File: src/hdl/rcl_pkg.sv
package rcl_pkg;

	// fixed-point formats
	localparam int COEF_BITS  = 20;
	localparam int LIN_W      = 17;
	localparam int COEF_W     = 20;
	localparam int V_W        = 37;
	localparam int F_W        = 21;
	localparam int CRT_STAGES = 21;
	localparam int X_W        = 3 * CRT_STAGES;
	localparam int REM_W      = 48;
	localparam int SQ_W       = 42;
	localparam int BIG_W      = 264;

	// linear segment of f(): (9033*v + 160<<36 + den/2) / (1160<<16)
	localparam int LSEG_N_W   = 45;
	localparam int LSEG_M_W   = 29;
	localparam int LSEG_P_W   = 58;
	localparam int LSEG_Q_W   = 19;
	localparam int LSEG_SHIFT = 39;

	typedef logic [LIN_W-1:0]  lin_t;
	typedef lin_t              lin_tab_t [256];
	typedef logic [COEF_W-1:0] coef_t;
	typedef logic [V_W-1:0]    v_t;
	typedef logic [F_W-1:0]    f_t;

	typedef struct packed {
		logic valid;
		logic last;
	} tag_t;

	typedef struct packed {
		logic [14:0]        lightness;
		logic signed [15:0] green_red;
		logic signed [15:0] blue_yellow;
		logic               last_out;
	} lab_t;

	// sRGB to XYZ with the D65 white divided into each row
	localparam coef_t MIX [3][3] = '{
		'{20'd455036, 20'd394490, 20'd199065},
		'{20'd223004, 20'd749891, 20'd75681},
		'{20'd18620,  20'd114793, 20'd915235}
	};

	localparam v_t                    EPS_Q36     = 37'd608579686;
	localparam logic [13:0]           LSEG_GAIN   = 14'd9033;
	localparam logic [LSEG_N_W-1:0]   LSEG_OFFS   = 45'd10995154288640;
	localparam logic [LSEG_M_W-1:0]   LSEG_RECIP  = 29'd473927426;

	// Build the sRGB decode curve exactly: largest e with
	// 10761^12 * (2e-1)^5 <= (40c+561)^12 * 2^85 for codes above 10
	function automatic lin_tab_t build_lin_tab();
		lin_tab_t          tab;
		logic [BIG_W-1:0]  dpow;
		logic [BIG_W-1:0]  rhs;
		logic [BIG_W-1:0]  lhs;
		int unsigned       lo;
		int unsigned       hi;
		int unsigned       mid;
		int                c;
		int                k;
		dpow = BIG_W'(1);
		for (k = 0; k < 12; k++) begin
			dpow = dpow * BIG_W'(10761);
		end
		for (c = 0; c < 256; c++) begin
			if (c <= 10) begin
				tab[c] = LIN_W'((655360 * c + 16473) / 32946);
			end else begin
				rhs = BIG_W'(1);
				for (k = 0; k < 12; k++) begin
					rhs = rhs * BIG_W'(40 * c + 561);
				end
				rhs = rhs << 85;
				lo = 0;
				hi = 65536;
				while (lo < hi) begin
					mid = (lo + hi + 1) >> 1;
					lhs = dpow;
					for (k = 0; k < 5; k++) begin
						lhs = lhs * BIG_W'(2 * mid - 1);
					end
					if (lhs <= rhs) begin
						lo = mid;
					end else begin
						hi = mid - 1;
					end
				end
				tab[c] = LIN_W'(lo);
			end
		end
		return tab;
	endfunction

	localparam lin_tab_t LIN_TAB = build_lin_tab();

endpackage

File: src/hdl/rcl_labout.sv
module rcl_labout #(
	parameter int FRAC_BITS = 8
) (
	input  logic          clk,
	input  logic          arst_n,
	input  logic          en,
	input  rcl_pkg::tag_t in_tag,
	input  rcl_pkg::f_t   f [3],
	output rcl_pkg::tag_t out_tag,
	output rcl_pkg::lab_t lab
);
	import rcl_pkg::*;

	localparam int          SH       = COEF_BITS - FRAC_BITS;
	localparam int          LMAX_RAW = 100 << FRAC_BITS;
	localparam logic [14:0] L_MAX    = (LMAX_RAW < 32767) ? 15'(LMAX_RAW) : 15'd32767;
	localparam logic [31:0] HALF     = 32'd1 << (SH - 1);

	tag_t               tag_s1, tag_s2;
	logic signed [31:0] l_s1, a_s1, b_s1;
	lab_t               lab_s2;
	logic [31:0]        l_r;
	logic [14:0]        l_sat;

	// round half away from zero, saturate to 16 bits
	function automatic logic [15:0] sat_ab(input logic signed [31:0] x);
		logic [31:0] mag;
		logic [31:0] r;
		mag = x[31] ? 32'(-x) : 32'(x);
		r = (mag + HALF) >> SH;
		if (x[31]) begin
			return (r >= 32'd32768) ? 16'h8000 : 16'(-r);
		end
		return (r > 32'd32767) ? 16'h7fff : r[15:0];
	endfunction

	// round and clamp lightness
	assign l_r = (32'(l_s1) + HALF) >> SH;
	assign l_sat = l_s1[31] ? 15'd0 : ((l_r > 32'(L_MAX)) ? L_MAX : l_r[14:0]);

	always_ff @(posedge clk or negedge arst_n) begin
		if (!arst_n) begin
			tag_s1 <= '0;
			tag_s2 <= '0;
		end else if (en) begin
			tag_s1 <= in_tag;
			tag_s2 <= tag_s1;
		end
	end

	always_ff @(posedge clk) begin
		if (en) begin
			l_s1 <= $signed(32'(f[1])) * 32'sd116 - 32'sd16777216;
			a_s1 <= ($signed(32'(f[0])) - $signed(32'(f[1]))) * 32'sd500;
			b_s1 <= ($signed(32'(f[1])) - $signed(32'(f[2]))) * 32'sd200;
			lab_s2.lightness   <= l_sat;
			lab_s2.green_red   <= sat_ab(a_s1);
			lab_s2.blue_yellow <= sat_ab(b_s1);
			lab_s2.last_out    <= tag_s1.last;
		end
	end

	assign out_tag = tag_s2;
	assign lab = lab_s2;
endmodule

File: config.mk
export PLATFORM = sky130hd
export DESIGN_NAME = rcl_labout
export DESIGN_NICKNAME = d
export VERILOG_FILES = /design/src/hdl/rcl_pkg.sv /design/src/hdl/rcl_labout.sv
export SDC_FILE = /design/constraint.sdc
export NUM_CORES = 1
export LEC_CHECK = 0
export ABC_AREA = 0
export ABC_CLOCK_PERIOD_IN_PS = 5800
export BUFFER_PORTS_ARGS = -buffer_cell sky130_fd_sc_hd__buf_2
export CORE_MARGIN = 4
export CORE_UTILIZATION = 40
export CTS_BUF_LIST = sky130_fd_sc_hd__clkbuf_4
export CTS_CLUSTER_DIAMETER = 120
export DETAILED_ROUTE_END_ITERATION = 7
export PLACE_DENSITY = 0.55
export SLEW_MARGIN = 5
export SYNTH_ARGS = -nofsm -noshare
export SYNTH_HDL_FRONTEND = slang
export SYNTH_SLANG_ARGS = --single-unit
export TNS_END_PERCENT = 20
File: constraint.sdc
create_clock -name clk -period 5.8 [get_ports clk]
set_input_delay 0.87 -clock clk [delete_from_list [all_inputs] [get_ports clk]]
set_output_delay 0.87 -clock clk [all_outputs]
set_load 0.05 [all_outputs]
==> results_dict.tcl <==
set metrics [dict create \
    status "complete, but fails checks" \
    violations "setup timing" \
    hold_ws_ps 489 \
    cts_buffers 17 \
    clock_path_buffers 2 \
    dpl.hpwl_um 34000 \
    place_area_sq_mm 0.0213 \
    synth_seq_area_share 0.215 \
    hp-class "flop to flop" \
    drc 0 \
    cts_root_buf "clkbuf_4" \
    muxShareOfSynthArea 0.0119 \
    r2r_start "a_s1[8]$_DFFE_PP_" \
    vias 14600 \
    critical_path.slowest_cell "fa_1" \
    netlist_area_sq_mm 0.0178 \
    synthCells 1984 \
    synth-xor-area-share 0.0868 \
    final_nets 2818 \
    max_freq_mhz 151 \
    synth_nets 2421 \
    io_pins 118 \
    wl_per_cell_um 13.5 \
    pre_cts_ws_ps -1790 \
    slew_violations 0 \
    grt_pass1_wl_um 68200 \
    slew_headroom 0.477 \
    ant_nets 0 \
    critPathMaxStageDelay_ps 490 \
    clk_transition_reported_paths_ps 110 \
    synth_compound_area_frac 0.143 \
    synth_area_per_cell_sq_um 8.95 \
    cp_common_cell "fa_1" \
    layout-drive-gt1-share 0.246 \
    row_count 76 \
    cp-start-kind "primary input" \
    setup_slack_ps -834 \
    endpoint "a_s1[31]$_DFFE_PP_" \
    grt_setup_unrepaired "yes" \
    fp.dieH_um 219 \
    grt_use_total 0.172 \
    crit_arrival_ps 6970 \
    yosys_most_used_dff "edfxtp_1" \
    synthAdderAreaFrac 0.317 \
    critical_path_required_ps 6130 \
    grt.overflow.total 0 \
    r2r_cells 14 \
    core_area_sq_mm 0.0435 \
    htree_levels 4 \
    die_area_sq_mm 0.0478 \
    finClkSkew_ps 31.0 \
    ys_ff_latch 128 \
    die_width_um 219 \
    startpoint "f[42]" \
    max_cap_violations 0 \
    synth_edf_count 124 \
    antenna_found_initial 2 \
    grt_pass1_vias 14700 \
    hold_viol 0 \
    detail_route.iter0.violations 666 \
    cts_tree "built" \
    grt_max_degree 63 \
    fin_area_sq_mm 0.0221 \
    setup_violations 15 \
    synth-simple-area-share 0.135 \
    yosysUniqueCellTypes 89 \
    worstReg2RegEnd "lab[30]$_DFFE_PP_" \
    nFillCells 4194 \
    fin_util 0.508 \
    clk_latency_ps 590 \
    crit_fanout 4 \
    drt_pass1_iterations 6 \
    ys_warn_count 0 \
    fin_crit_sh 1.14 \
    drt-vias-per-instance 4.92 \
    start_util 0.409 \
    wl_um 40200 \
    async_flop_share 0.0313 \
    port_buffers 117 \
    worst_pin_slew_ps 778 \
    min_period_ps 6630 \
    critPathKind "primary input to flop" \
    worstSetupEndpointType "flop" \
    reg2reg_slack_ps 1360 \
    gp_congestion 0.837 \
    area_growth_pct 24.4 \
    cts_sinks 128 \
    synth_top_family_by_area "adder cells" \
]
-- stage by stage --
stage / setup TNS, ps / std cells
after floorplan: -10120 / 1984
after global placement: -25890 / 2930
after detailed placement: -28500 / 2930
after CTS: -5730 / 2972
after global routing: -10800 / 2980
final: -6660 / 2980
-- cell usage after synthesis, drive strengths merged (23+ instances only) --
cell	count	area, sq um
inv	386	1450
ha	237	2970
nor2	137	514
fa	132	2640
edfxtp	124	3720
xnor2	116	1020
a21oi	102	514
nand2	99	372
o21ai	88	440
xor2	60	526
nand3	43	215
nor3	42	225
a21o	31	233
clkbuf	30	113
nand2b	23	151
-- cells by family after synthesis --
| logic type | count (synthesis) |
|---|---|
| muxes | 19 |
| DFF | 128 |
| AOI/OAI and AO/OA | 386 |
| xor gates and xnor gates | 176 |
| buffers and inverters | 426 |
| and+or+nand+nor | 477 |
| adders and majority gates | 372 |
-- cell usage in the layout (no fill, tap or decap), types with 11 or more instances in the layout --
cell	n
nor2_1	134
clkbuf_4	21
nand4_1	13
xnor2_1	106
nand2_1	97
a21oi_2	11
nor2b_1	20
o21bai_1	11
a21o_1	31
buf_2	114
fa_1	130
mux2_2	12
o21ai_0	72
o21a_1	15
nand3_1	42
a31oi_1	16
nor3_1	38
ha_1	223
buf_4	296
o22ai_1	16
xor2_1	56
nor3b_1	11
inv_2	11
edfxtp_1	124
a21oi_1	90
o211ai_1	12
inv_1	374
or3_1	21
nand2b_1	22
nor4_1	11
ha_4	11
-- how the worst min path moves through the flow --
stage,depth (start not counted),end,from,slack (ps)
after CTS,2,tag_s1[0]$_DFFE_PN0P_,in_tag[0],430
after global routing,2,tag_s1[0]$_DFFE_PN0P_,in_tag[0],460
after floorplan,0,lab[0]$_DFFE_PP_,tag_s1[0]$_DFFE_PN0P_,440
after detailed placement,0,lab[0]$_DFFE_PP_,tag_s1[0]$_DFFE_PN0P_,470
after global placement,0,lab[0]$_DFFE_PP_,tag_s1[0]$_DFFE_PN0P_,450
final,0,lab[0]$_DFFE_PP_,tag_s1[0]$_DFFE_PN0P_,490
-- worst max-delay path, delay by kind of cell --
family	cells	cell delay (ps)
adders and majority gates	7	2660
AOI/OAI and AO/OA	12	2170
buffers and inverters	7	500
and+or+nand+nor	2	490
xor gates and xnor gates	2	270
-- cell type report --
| cell class | instances | area (sq um) | area share |
|---|---|---|---|
| multi-input cells | 1430 | 12900 | 0.586 |
| flip-flops and latches | 128 | 3820 | 0.173 |
| inverters | 386 | 1460 | 0.0661 |
| diodes | 1 | 2.50 | 0.000113 |
| repair buffers | 418 | 2890 | 0.131 |
| clock buffers | 21 | 158 | 0.00714 |
| clock inverters | 11 | 91.3 | 0.00413 |
| well taps | 585 | 732 | 0.0331 |
-- what timing repair did --
item,CTS,global route
setup buffers,9,8
hold endpoints to repair,4,0
hold buffers,1,0
pin swaps,40,53
setup endpoints to repair,19,24
gates resized for setup,39,51
-- sequential cells by signal, indices dropped and copies added (netlist names) --
| name | cells |
|---|---|
| lab | 48 |
| a_s1 | 30 |
| b_s1 | 28 |
| l_s1 | 18 |
| out_tag | 2 |
| tag_s1 | 2 |
-- layer usage --
metal,routed length (um),GRT usage,up-vias,share of wire
met3,1320,0.0256,21,0.033
met2,18500,0.283,174,0.46
li1,-,-,7537,-
met4,482,0.0386,2,0.012
met5,13,0,-,0.00032
met1,19900,0.241,6915,0.49
Power is left out: the tool's default activity adds up to more than one toggle a clock period on the data nets, which glitch-free logic cannot reach.
